===== config.mk =====
export PLATFORM = sky130hd
export DESIGN_NAME = pixel_color_obfuscation_transform
export DESIGN_NICKNAME = d
export VERILOG_FILES = /design/src/rtl/pcot_pkg.sv /design/src/rtl/pcot_lane.sv /design/src/rtl/pcot_merge.sv /design/src/rtl/pixel_color_obfuscation_transform.sv
export SDC_FILE = /design/constraint.sdc
export NUM_CORES = 1
export LEC_CHECK = 0
export ABC_AREA = 1
export BUFFER_PORTS_ARGS = -buffer_cell sky130_fd_sc_hd__buf_2
export CAP_MARGIN = 25
export CORE_ASPECT_RATIO = 0.5
export CORE_MARGIN = 1
export CORE_UTILIZATION = 35
export CTS_BUF_LIST = sky130_fd_sc_hd__clkbuf_4
export DETAILED_ROUTE_END_ITERATION = 12
export HOLD_SLACK_MARGIN = 0.03
export PLACE_DENSITY_LB_ADDON = 0.2
export SKIP_LAST_GASP = 1
export SLEW_MARGIN = 20
export SYNTH_ARGS = -nofsm -noshare
export SYNTH_HDL_FRONTEND = slang
export SYNTH_SLANG_ARGS = --single-unit

===== constraint.sdc =====
create_clock -name clock -period 6 [get_ports clock]
set_input_delay 0.9 -clock clock [delete_from_list [all_inputs] [get_ports clock]]
set_output_delay 0.9 -clock clock [all_outputs]
set_load 0.02 [all_outputs]

===== src/rtl/pcot_pkg.sv =====
// ----------------------------------------------------------------------------
// pcot_pkg
// Shared types, constants and lookup tables for the pixel color transform.
// The per-channel curves are built into constant tables at elaboration.
// ----------------------------------------------------------------------------
package pcot_pkg;

   localparam int unsigned BYTE_W = 8;
   localparam int unsigned LUT_DEPTH = 1 << BYTE_W;

   localparam longint unsigned ONE_Q = 64'd65536;
   localparam longint unsigned HALF_Q = 64'd32768;
   localparam longint unsigned FIFTH_Q = 64'd13107;
   localparam longint unsigned FOUR_FIFTHS_Q = 64'd52428;
   localparam longint unsigned QUARTER_Q = 64'd16384;
   localparam longint unsigned THREE_QUARTERS_Q = 64'd49152;
   localparam longint unsigned BYTE_MAX = 64'd255;

   // Smallest blue bytes whose normalized value reaches 0.25 and 0.75
   localparam logic [BYTE_W-1:0] BLUE_QUARTER_BYTE =
      BYTE_W'((QUARTER_Q * BYTE_MAX + ONE_Q - 1) / ONE_Q);
   localparam logic [BYTE_W-1:0] BLUE_THREE_QUARTERS_BYTE =
      BYTE_W'((THREE_QUARTERS_Q * BYTE_MAX + ONE_Q - 1) / ONE_Q);

   localparam logic [BYTE_W-1:0] WHITE_BYTE = 8'hFF;

   typedef enum logic [1:0] {
      FACTOR_NONE,
      FACTOR_FIFTH,
      FACTOR_HALF,
      FACTOR_FOUR_FIFTHS
   } factor_type;

   typedef enum logic {
      MODE_ENCODE = 1'b0,
      MODE_DECODE = 1'b1
   } mode_type;

   typedef logic [BYTE_W-1:0] lut_type [LUT_DEPTH];

   // Sideband that travels beside the lanes
   typedef struct packed {
      logic [BYTE_W-1:0] alpha;
      logic              end_of_image;
      logic              force_white;
   } side_type;

   // Blend factor in Q1.16
   function automatic longint unsigned factor_q(input factor_type f);
      longint unsigned v;
      v = 0;
      case (f)
         FACTOR_FIFTH:       v = FIFTH_Q;
         FACTOR_HALF:        v = HALF_Q;
         FACTOR_FOUR_FIFTHS: v = FOUR_FIFTHS_Q;
         default:            v = 0;
      endcase
      return v;
   endfunction

   // Restoring shift-subtract quotient, elaboration only
   function automatic longint unsigned q_quot(input longint unsigned num,
                                              input longint unsigned den);
      longint unsigned rem;
      longint unsigned quo;
      rem = 0;
      quo = 0;
      for (int i = 63; i >= 0; i--) begin
         rem = (rem << 1) | ((num >> i) & 64'd1);
         quo = quo << 1;
         if (rem >= den) begin
            rem = rem - den;
            quo = quo | 64'd1;
         end
      end
      return quo;
   endfunction

   // Digit-by-digit integer square root, elaboration only
   function automatic longint unsigned q_sqrt(input longint unsigned n_in);
      longint unsigned n;
      longint unsigned res;
      longint unsigned bitv;
      n = n_in;
      res = 0;
      bitv = 64'd1 << 40;
      while (bitv > n) bitv = bitv >> 2;
      while (bitv != 0) begin
         if (n >= res + bitv) begin
            n = n - (res + bitv);
            res = (res >> 1) + bitv;
         end else begin
            res = res >> 1;
         end
         bitv = bitv >> 2;
      end
      return res;
   endfunction

   // Decoded Q1.16 value of a channel byte, before the blend is undone
   function automatic longint unsigned dec_value(input longint unsigned byte_v);
      longint unsigned c;
      longint unsigned q;
      c = (byte_v * ONE_Q) / BYTE_MAX;
      if (c > ONE_Q) c = ONE_Q;
      q = q_quot((ONE_Q - c) << 16, ONE_Q + c);
      return q_sqrt(q << 16);
   endfunction

   // Largest byte whose decoded value still reaches a threshold; the curve falls
   function automatic logic [BYTE_W-1:0] dec_last_byte(input longint unsigned th);
      logic [BYTE_W-1:0] last;
      last = '0;
      for (int i = 0; i < LUT_DEPTH; i++) begin
         if (dec_value(longint'(i)) >= th) last = BYTE_W'(i);
      end
      return last;
   endfunction

   // Largest blue bytes whose decoded value reaches 0.25 and 0.75
   localparam logic [BYTE_W-1:0] BLUE_DEC_QUARTER_BYTE = dec_last_byte(QUARTER_Q);
   localparam logic [BYTE_W-1:0] BLUE_DEC_THREE_QUARTERS_BYTE =
      dec_last_byte(THREE_QUARTERS_Q);

   function automatic longint unsigned q_to_byte(input longint unsigned v_in);
      longint unsigned v;
      v = (v_in > ONE_Q) ? ONE_Q : v_in;
      return (v * BYTE_MAX) >> 16;
   endfunction

   // Build one channel curve for a mode and blend factor
   function automatic lut_type build_lut(input mode_type m, input factor_type f);
      lut_type         t;
      longint unsigned a;
      longint unsigned s;
      longint unsigned fq;
      fq = factor_q(f);
      for (int i = 0; i < LUT_DEPTH; i++) begin
         a = (longint'(i) * ONE_Q) / BYTE_MAX;
         if (m == MODE_ENCODE) begin
            if (f != FACTOR_NONE && a >= HALF_Q) begin
               a = ((a * (ONE_Q - fq)) >> 16) + (fq >> 1);
            end
            s = (a * a) >> 16;
            if (s > ONE_Q) s = ONE_Q;
            a = q_quot((ONE_Q - s) << 16, ONE_Q + s);
         end else begin
            if (a > ONE_Q) a = ONE_Q;
            s = q_quot((ONE_Q - a) << 16, ONE_Q + a);
            a = q_sqrt(s << 16);
            if (f != FACTOR_NONE && a >= HALF_Q) begin
               a = q_quot((a - (fq >> 1)) << 16, ONE_Q - fq);
               if (a > ONE_Q) a = ONE_Q;
            end
         end
         t[i] = BYTE_W'(q_to_byte(a));
      end
      return t;
   endfunction

endpackage


===== src/rtl/pcot_lane.sv =====
// ----------------------------------------------------------------------------
// pcot_lane
// One color channel: looks up the curve for the mode and blend factor.
// ----------------------------------------------------------------------------
module pcot_lane
   import pcot_pkg::*;
(
   input  logic              clock,
   input  logic              enable,
   input  mode_type          mode,
   input  factor_type        factor,
   input  logic [BYTE_W-1:0] byte_in,
   output logic [BYTE_W-1:0] byte_out
);

   localparam lut_type ENC_NONE = build_lut(MODE_ENCODE, FACTOR_NONE);
   localparam lut_type ENC_FIFTH = build_lut(MODE_ENCODE, FACTOR_FIFTH);
   localparam lut_type ENC_HALF = build_lut(MODE_ENCODE, FACTOR_HALF);
   localparam lut_type ENC_FOUR = build_lut(MODE_ENCODE, FACTOR_FOUR_FIFTHS);
   localparam lut_type DEC_NONE = build_lut(MODE_DECODE, FACTOR_NONE);
   localparam lut_type DEC_FIFTH = build_lut(MODE_DECODE, FACTOR_FIFTH);
   localparam lut_type DEC_HALF = build_lut(MODE_DECODE, FACTOR_HALF);
   localparam lut_type DEC_FOUR = build_lut(MODE_DECODE, FACTOR_FOUR_FIFTHS);

   logic [BYTE_W-1:0] byte_ff;
   logic [BYTE_W-1:0] byte_in_sel;

   // Pick the curve entry
   always_comb begin
      byte_in_sel = '0;
      case ({mode, factor})
         {MODE_ENCODE, FACTOR_NONE}:        byte_in_sel = ENC_NONE[byte_in];
         {MODE_ENCODE, FACTOR_FIFTH}:       byte_in_sel = ENC_FIFTH[byte_in];
         {MODE_ENCODE, FACTOR_HALF}:        byte_in_sel = ENC_HALF[byte_in];
         {MODE_ENCODE, FACTOR_FOUR_FIFTHS}: byte_in_sel = ENC_FOUR[byte_in];
         {MODE_DECODE, FACTOR_NONE}:        byte_in_sel = DEC_NONE[byte_in];
         {MODE_DECODE, FACTOR_FIFTH}:       byte_in_sel = DEC_FIFTH[byte_in];
         {MODE_DECODE, FACTOR_HALF}:        byte_in_sel = DEC_HALF[byte_in];
         {MODE_DECODE, FACTOR_FOUR_FIFTHS}: byte_in_sel = DEC_FOUR[byte_in];
         default:                           byte_in_sel = '0;
      endcase
   end

   // Hold while the stage is stalled
   always_ff @(posedge clock) begin
      if (enable) begin
         byte_ff <= byte_in_sel;
      end
   end

   assign byte_out = byte_ff;

endmodule


===== src/rtl/pcot_merge.sv =====
// ----------------------------------------------------------------------------
// pcot_merge
// Combines the lane results with alpha and the marker into the output beat.
// ----------------------------------------------------------------------------
module pcot_merge
   import pcot_pkg::*;
(
   input  logic              clock,
   input  logic              enable,
   input  logic [BYTE_W-1:0] red_lane,
   input  logic [BYTE_W-1:0] green_lane,
   input  logic [BYTE_W-1:0] blue_lane,
   input  side_type          side,
   output logic [BYTE_W-1:0] red_out,
   output logic [BYTE_W-1:0] green_out,
   output logic [BYTE_W-1:0] blue_out,
   output logic [BYTE_W-1:0] alpha_out,
   output logic              end_of_image_out
);

   logic [BYTE_W-1:0] red_ff;
   logic [BYTE_W-1:0] green_ff;
   logic [BYTE_W-1:0] blue_ff;
   logic [BYTE_W-1:0] alpha_ff;
   logic              eoi_ff;

   // Transparent encode pixels turn white
   always_ff @(posedge clock) begin
      if (enable) begin
         red_ff   <= side.force_white ? WHITE_BYTE : red_lane;
         green_ff <= side.force_white ? WHITE_BYTE : green_lane;
         blue_ff  <= side.force_white ? WHITE_BYTE : blue_lane;
         alpha_ff <= side.alpha;
         eoi_ff   <= side.end_of_image;
      end
   end

   assign red_out          = red_ff;
   assign green_out        = green_ff;
   assign blue_out         = blue_ff;
   assign alpha_out        = alpha_ff;
   assign end_of_image_out = eoi_ff;

endmodule


===== src/rtl/pixel_color_obfuscation_transform.sv =====
// Throughput: 1 pixel per cycle when not stalled; three channel lanes look up
// their curves in parallel from constant tables into the lane registers, then
// a merge register forms the beat. A stalled response holds the merge stage
// and a full lane stage; req_stall is raised only when both stages are full.
// Reset (synchronous, active high) empties the pipeline and sets mode to encode.
// ----------------------------------------------------------------------------
// pixel_color_obfuscation_transform
// Per-pixel reversible RGBA8 color transform, encode or decode by mode.
// ----------------------------------------------------------------------------
module pixel_color_obfuscation_transform
   import pcot_pkg::*;
(
   input  logic              clock,
   input  logic              reset,
   input  logic              csr_we,
   input  logic              csr_wdata,
   input  logic              req_valid,
   output logic              req_stall,
   input  logic [BYTE_W-1:0] req_red_in,
   input  logic [BYTE_W-1:0] req_green_in,
   input  logic [BYTE_W-1:0] req_blue_in,
   input  logic [BYTE_W-1:0] req_alpha_in,
   input  logic              req_end_of_image,
   output logic              rsp_valid,
   input  logic              rsp_stall,
   output logic [BYTE_W-1:0] rsp_red_out,
   output logic [BYTE_W-1:0] rsp_green_out,
   output logic [BYTE_W-1:0] rsp_blue_out,
   output logic [BYTE_W-1:0] rsp_alpha_out,
   output logic              rsp_end_of_image_out
);

   mode_type          mode_ff;
   logic              lane_valid_ff;
   logic              out_valid_ff;
   side_type          side_ff;
   side_type          side_in;
   logic              lane_en;
   logic              out_en;
   factor_type        x_factor;
   factor_type        y_factor;
   logic [BYTE_W-1:0] red_lane;
   logic [BYTE_W-1:0] green_lane;
   logic [BYTE_W-1:0] blue_lane;

   // Advance each stage when the one after it can take the beat
   assign out_en    = !out_valid_ff || !rsp_stall;
   assign lane_en   = !lane_valid_ff || out_en;
   assign req_stall = !lane_en;

   // Blend factors from blue thresholds; decoded blue falls as the byte rises
   always_comb begin
      if (mode_ff == MODE_ENCODE) begin
         x_factor = (req_blue_in >= BLUE_QUARTER_BYTE) ? FACTOR_FOUR_FIFTHS : FACTOR_FIFTH;
         y_factor = (req_blue_in >= BLUE_THREE_QUARTERS_BYTE) ? FACTOR_HALF : FACTOR_FIFTH;
      end else begin
         x_factor = (req_blue_in <= BLUE_DEC_QUARTER_BYTE) ? FACTOR_FOUR_FIFTHS : FACTOR_FIFTH;
         y_factor = (req_blue_in <= BLUE_DEC_THREE_QUARTERS_BYTE) ? FACTOR_HALF : FACTOR_FIFTH;
      end
   end

   always_comb begin
      side_in.alpha        = req_alpha_in;
      side_in.end_of_image = req_end_of_image;
      side_in.force_white  = (mode_ff == MODE_ENCODE) && (req_alpha_in == '0);
   end

   // Mode register and pipeline valids
   always_ff @(posedge clock) begin
      if (reset) begin
         mode_ff       <= MODE_ENCODE;
         lane_valid_ff <= 1'b0;
         out_valid_ff  <= 1'b0;
      end else begin
         if (csr_we) begin
            mode_ff <= mode_type'(csr_wdata);
         end
         if (lane_en) begin
            lane_valid_ff <= req_valid;
         end
         if (out_en) begin
            out_valid_ff <= lane_valid_ff;
         end
      end
   end

   // Hold sideband beside the lanes
   always_ff @(posedge clock) begin
      if (lane_en) begin
         side_ff <= side_in;
      end
   end

   pcot_lane u_lane_red (
      .clock    (clock),
      .enable   (lane_en),
      .mode     (mode_ff),
      .factor   (x_factor),
      .byte_in  (req_red_in),
      .byte_out (red_lane)
   );

   pcot_lane u_lane_green (
      .clock    (clock),
      .enable   (lane_en),
      .mode     (mode_ff),
      .factor   (y_factor),
      .byte_in  (req_green_in),
      .byte_out (green_lane)
   );

   pcot_lane u_lane_blue (
      .clock    (clock),
      .enable   (lane_en),
      .mode     (mode_ff),
      .factor   (FACTOR_NONE),
      .byte_in  (req_blue_in),
      .byte_out (blue_lane)
   );

   pcot_merge u_merge (
      .clock            (clock),
      .enable           (out_en),
      .red_lane         (red_lane),
      .green_lane       (green_lane),
      .blue_lane        (blue_lane),
      .side             (side_ff),
      .red_out          (rsp_red_out),
      .green_out        (rsp_green_out),
      .blue_out         (rsp_blue_out),
      .alpha_out        (rsp_alpha_out),
      .end_of_image_out (rsp_end_of_image_out)
   );

   assign rsp_valid = out_valid_ff;

endmodule


# Word level (Yosys, flattened, before mapping)
# Memories as Yosys holds them, arrays and structs flattened.
# Index checks and enable logic that the tools add are counted.
[word_totals] n_memories=18 reg_bits=70 word_cells=113 output_inout_bits=35 inputBits=39 romBits=36864
[op_classes] n_reduce_logical=11 n_bitwise=4 order_cmp=7 n_eq_ne=14 n_mux=45
[mem_list] name="(no name shown)" depth=256 width=8 rd=1 rd_ports_with_merged_regs=0 wr=0 line="pcot_lane.sv:37" text="{MODE_DECODE, FACTOR_FIFTH}: byte_in_sel = DEC_FIFTH[byte_in];"
[mem_list] name="(no name shown)" depth=256 width=8 rd=1 rd_ports_with_merged_regs=0 wr=0 line="pcot_lane.sv:38" text="{MODE_DECODE, FACTOR_HALF}: byte_in_sel = DEC_HALF[byte_in];"
[mem_list] name="(no name shown)" depth=256 width=8 rd=1 rd_ports_with_merged_regs=0 wr=0 line="pcot_lane.sv:36" text="{MODE_DECODE, FACTOR_NONE}: byte_in_sel = DEC_NONE[byte_in];"
[mem_list] name="(no name shown)" depth=256 width=8 rd=1 rd_ports_with_merged_regs=0 wr=0 line="pcot_lane.sv:39" text="{MODE_DECODE, FACTOR_FOUR_FIFTHS}: byte_in_sel = DEC_FOUR[byte_in];"
[mem_list] name="(no name shown)" depth=256 width=8 rd=1 rd_ports_with_merged_regs=0 wr=0 line="pcot_lane.sv:32" text="{MODE_ENCODE, FACTOR_NONE}: byte_in_sel = ENC_NONE[byte_in];"
[mem_list] name="(no name shown)" depth=256 width=8 rd=1 rd_ports_with_merged_regs=0 wr=0 line="pcot_lane.sv:33" text="{MODE_ENCODE, FACTOR_FIFTH}: byte_in_sel = ENC_FIFTH[byte_in];"
[mem_list] name="+12 memories"
[op_table] operator="2-to-1 mux 8 bit" count=36
[op_table] operator="one-hot mux 8 bit (8 select lines)" count=2
[op_table] operator="greater-or-equal comparator 9 bit, second input constant" count=3
[op_table] operator="NOT 8 -> 9 bit" count=3
[op_table] operator="equality test 3 bit, second input constant" count=8
[op_table] operator="one-hot mux 8 bit (2 select lines)" count=1
[op_table] operator="equality test 3 x 2 -> 1 bit, second input constant" count=4
[op_table] operator="2-to-1 mux 2 bit" count=6
[op_table] operator="zero test 3 bit" count=3
[op_table] operator="greater-or-equal comparator 8 x 7 -> 1 bit, second input constant" count=1
[op_table] operator="greater-or-equal comparator 8 bit, second input constant" count=1
[op_table] operator="<= comparator 8 x 7 -> 1 bit, second input constant" count=1
[op_table] operator="<= comparator 8 bit, second input constant" count=1
[op_table] operator="zero test 8 bit" count=1
[op_table] operator="equality test 3 x 1 -> 1 bit, second input constant" count=2
[op_table] operator="zero test 1 bit" count=4
[op_table] operator="logical OR 1 bit" count=2
[op_table] operator="logical AND 1 bit" count=1
[op_table] operator="NOT 1 bit" count=1

# Depth between registers and ports, before layout
[depth] depth_word=5 mapped_depth=18 depth_no_buf=17

# Hierarchy
# Synthesis repeated with hierarchy kept, for this count alone.
[unflattened] cells_unflattened=3720 area_unflattened_um2=18884.4
[modules_own_cells] module="pcot_lane (u_lane_green ...)" area_each_um2=5690.5 seq_area_each_um2=240.2 cells_per_inst=1208 n_inst=2
[modules_own_cells] module="pcot_lane (u_lane_blue)" area_each_um2=5749.3 seq_area_each_um2=240.2 cells_per_inst=1162 n_inst=1
[modules_own_cells] module="pcot_merge" area_each_um2=1199.9 seq_area_each_um2=991.0 cells_per_inst=84 n_inst=1
[modules_own_cells] module="pixel_color_obfuscation_transform" area_each_um2=554.3 seq_area_each_um2=360.3 cells_per_inst=58 n_inst=1

# Worst setup path after synthesis
# Ideal clock, no wire load.
[synth_path] kind="input -> register" start="input rsp_stall" end="register side_ff[0] (netlist name) (enable)" stages=3 setup_slack_ns=2.870 arrival_time_ns=2.740 setup_ns=0.389 n_path_buf=0 required_time_ns=5.611 path_cell_list="nand2_1 nor2_1 inv_1"
[synth_between] elab_chain_cells=3
[synth_rtl] element="start: declaration" line="pixel_color_obfuscation_transform.sv:25" text="input logic rsp_stall,"
[synth_rtl] element="zero test 1 bit" line="pixel_color_obfuscation_transform.sv:47" text="assign out_en = !out_valid_ff || !rsp_stall;"
[synth_rtl] element="logical OR 1 bit" line="pixel_color_obfuscation_transform.sv:47"
[synth_rtl] element="logical OR 1 bit" line="pixel_color_obfuscation_transform.sv:48" text="assign lane_en = !lane_valid_ff || out_en;"
[synth_rtl] element="end signal: assignment" line="pixel_color_obfuscation_transform.sv:90" text="side_ff <= side_in;"
[synth_rtl] element="end: declaration" line="pixel_color_obfuscation_transform.sv:36" text="side_type side_ff;"
# No other way between the ends.
# A chain may end at the register's enable or synchronous reset.

# Worst setup path after layout
[layout_path] start="input req_green_in[3]" end="register u_lane_green.byte_ff[1], in the netlist u_lane_green.byte_out[1], data pin"
[layout_between] elab_chain_cells=5 elab_cells_between_ends=26 cone_classes="17 x mux; 1 x bitwise; 8 x memory"
[layout_rtl] element="start: declaration" line="pixel_color_obfuscation_transform.sv:20" text="input logic [BYTE_W-1:0] req_green_in,"
[layout_rtl] element="NOT 8 -> 9 bit (not written as such) (*)"
[layout_rtl] element="memory read (256 x 8 bit) (tied with other cells)"
[layout_rtl] element="2-to-1 mux 8 bit (not written as such) (tied with other cells) (2 in series)" line="pcot_lane.sv:39"
[layout_rtl] element="one-hot mux 8 bit (8 select lines) (*)" line="pcot_lane.sv:31" text="case ({mode, factor})"
[layout_rtl] element="named net u_lane_green.byte_in_sel[1]" line="pcot_lane.sv:26" text="logic [BYTE_W-1:0] byte_in_sel;"
[layout_rtl] element="end signal: assignment" line="pcot_lane.sv:47" text="byte_ff <= byte_in_sel;"
[layout_rtl] element="end: declaration" line="pcot_lane.sv:25" text="logic [BYTE_W-1:0] byte_ff;"
# The timed path passes the listed nets; every way through them passes the cells marked *. The select of a mux whose other input is x is not followed.

==> flow_summary_export.csv <==
group,metric,value,unit
outcome,status,"completed",
sta,min_period,3.18,ns
layout,area_growth,4.05,%
clock_network,cts-root-buf,"clkbuf_4",
routing,drc,0,
routing,wl_per_cell,20.4,µm
power,power_density,151,nW/µm²
synth,synth_cell_type_count,44,
sta,hold_viol_final,0,
clock_network,cts_buffers,9,
grt,grt_pass1_vias,14680,
setup_path,critPathMaxStageDelay,0.85,ns
routing,drt-total-wl,53000,µm
clock_network,h-tree-depth,3,
die,initial_utilization,35.8,%
sta,slew_violations,0,
clock_network,clock_sinks,70,
grt,grt_util_met2,47.3,%
placement,place.port_buffers,73,
die,die_area,34900,µm²
grt,busiest_layer,"met2",
setup_path,path_buf_inv,6,
sta,setup_viol,0,
die,die_w,263,µm
setup_path,crit_type,"input port to flip-flop",
grt,grt_max_degree,61,
routing,dr.first_iter.drc_count,2358,
routing,drt_first_pass_iters,7,
clock_network,cts_resized,0,
grt,grt_overflow_total,0,
synth,synth_area,11900,µm²
power,p_leak,0.00621,µW
layout,drive_gt1_share,8.68,%
placement,dp_hpwl,37900,µm
setup_path,cpMostUsedCell,"nand2_1",
grt,antenna_found_initial,1,
run,max_cap_viol_count,0,
sta,clock_skew,0.0181,ns
sta,rsz0062_at_grt,"no",
placement,place_area,12300,µm²
grt,grt_use_met1,38.3,%
die,io_pins,74,
layout,fin_area,12400,µm²
die,die_h,133,µm
setup_path,crit_arrival,3.39,ns
die,coreArea,33300,µm²
synth,yosys.area_share.simple,48.5,%
routing,vias,15616,
setup_path,crit_path_max_fanout,60,
routing,ant_nets,0,
sta,worst-slew-pin-transition,1.09,ns
synth,ys_warn_count,0,
synth,yosysSeqAreaShare,17.3,%
sta,layout_worst_path_cycle_share,53.0,%
layout,nFillCells,3855,
synth,ys_seq_elements,70,
synth,synth_top_family_by_area,"simple AND/OR/NAND/NOR gates",
clock_network,cts.clk_slew.worst_paths,0.12,ns
synth,synth_area_per_cell,5.51,µm²
synth,synth_compound_area_share,17.7,%
synth,yosys.area_share.adder,5.86,%
setup_path,cp-start-kind,"input port",
setup_path,crit_path_end_kind,"flip-flop",
grt,gr-usage-all-layers,29.6,%
synth,syn_inst,2167,
sta,max_freq,314,MHz
grt,grt_pass1_wl,82900,µm
power,vdd_drop_max,84.9,µV
synth,synth_xor_area_share,0,%
synth,async_flop_share,0,%
placement,gp_congestion,1.01,
clock_network,cts_setup_buffers,0,
clock_network,cts_hold_buf,0,
worst_hold_path,min_path_type,"flip-flop to flip-flop",
setup_path,crit_slowest_cell,"inv_2",
synth,synth_edf_count,67,
grt,grt_use_met3,4.34,%
setup_path,path_delay_family,"buffers and inverters",
clock_network,cts_tree,"yes",
layout,nets,2244,
synth,synthMuxAreaShare,0,%
clock_network,clkLatencyLatePin,0.44,ns
sta,slew_headroom,27.5,%
clock_network,cts_buffer_depth,2,
die,rows,47,
setup_path,worstPathRequired,6.21,ns
synth,syn-num-nets,2262,
sta,tns,0,ns
setup_path,path_cells,"buf_2 > inv_2 > nand2_1 > inv_1 > nand2_1 > nand2_1 > inv_2 > nand2_1 > nand2_1 > nand2_1 > inv_1 > nand2_1 > nand2_1 > nand2_1 > nand2_1 > inv_1 > nand2_1",
synth,synth_ff_type,"edfxtp_1",
routing,vias_per_cell,6.02,
[Yosys cell counts (27+ instances only)]
master | n | share of area [%]
o21ai_0 | 142 | 5.9
buf_2 | 63 | 2.6
edfxtp_1 | 67 | 17
nand2_1 | 829 | 26
a21oi_1 | 130 | 5.4
nand3_1 | 262 | 11
nor2_1 | 176 | 5.5
ha_1 | 56 | 5.9
inv_1 | 137 | 4.3
o21ai_1 | 27 | 1.1
nand4_1 | 27 | 1.4
or2_2 | 27 | 1.4
[placed cells by master, fill, tap and decap left out, types with 3 or more instances in the layout]
master	instances
o21ai_0	142
inv_1	137
nor2_2	10
o2111ai_1	5
inv_2	22
buf_2	73
dfxtp_1	3
nor3_1	23
o21ai_1	27
nand2_2	15
o211ai_1	26
buf_4	12
nand2_1	829
inv_4	3
nor2_4	6
o221ai_1	4
or2_2	27
nor2_1	176
o22ai_1	8
a31oi_1	18
clkinv_1	3
nand4_1	27
o31ai_1	5
nand3_1	262
a22oi_1	4
a21oi_1	130
clkbuf_4	10
ha_1	56
edfxtp_1	67
[area by class of cell]
| cell class | count | area (µm²) | area share, % |
|---|---|---|---|
| multi-input combinational | 1819 | 8610 | 69.3 |
| sequential | 70 | 2070 | 16.7 |
| inverter | 164 | 623 | 5.01 |
| tap | 441 | 552 | 4.44 |
| timing repair buffer | 85 | 455 | 3.66 |
| clock buffer | 10 | 75.1 | 0.604 |
| clock inverter | 6 | 37.5 | 0.302 |
| antenna | 1 | 2.50 | 0.0201 |
[per-stage QoR]
stage               util [%]  total power (µW)  setup slack (ns)  hold WS, ns  cells
floorplan                  -              1310              2.87        0.400   2167
global placement        36.9              1610              2.47        0.402   2579
detailed placement      36.9              1590              2.43        0.405   2579
CTS                     37.3              1860              2.93        0.432   2595
global route            37.3              2010              2.61        0.436   2596
finish                  37.3              1880              2.82        0.429   2596
[worst register-to-register path, delay by kind of cell, from the launching register on]
family / cells / cell delay [ns]
compound gates: 2 / 0.67
simple gates: 1 / 0.58
buf+inv: 2 / 0.48
flops: 1 / 0.31
[kinds of logic after synthesis]
logic type / after synthesis
compound gates: 383
fa+ha+maj: 56
buf+inv: 278
flops: 70
simple gates: 1380
[report_power, final]
group | total, µW | switching [µW] | internal (µW)
Sequential | 629 | 17.8 | 612
Combinational | 988 | 712 | 276
Clock | 266 | 178 | 88.3
[state kept, by name, indices dropped and copies added, names as in the netlist]
name / count
side_ff: 10
u_lane_blue.byte_out: 8
u_lane_green.byte_out: 8
u_lane_red.byte_out: 8
u_merge.alpha_out: 8
u_merge.blue_out: 8
u_merge.green_out: 8
u_merge.red_out: 8
lane_valid_ff: 1
mode_ff: 1
rsp_valid: 1
u_merge.end_of_image_out: 1
[worst paths after layout]
path              slack [ns]  cells past startpoint       startpoint                       end
setup / recovery        2.82                     17  req_green_in[3]  u_lane_green.byte_out[1]
hold / removal          0.43                      0       side_ff[1]  u_merge.end_of_image_out
setup reg to reg        3.70                      5          mode_ff   u_lane_blue.byte_out[6]
hold reg to reg         0.43                      0       side_ff[1]  u_merge.end_of_image_out
[per-layer routing]
| metal | part of all wire [%] | up-vias |
|---|---|---|
| met5 | 0 | - |
| met4 | 5.7 | 0 |
| met3 | 11 | 241 |
| met2 | 44 | 1196 |
| met1 | 39 | 7018 |
| li1 | - | 7161 |
(Power assumes the default switching activity.)
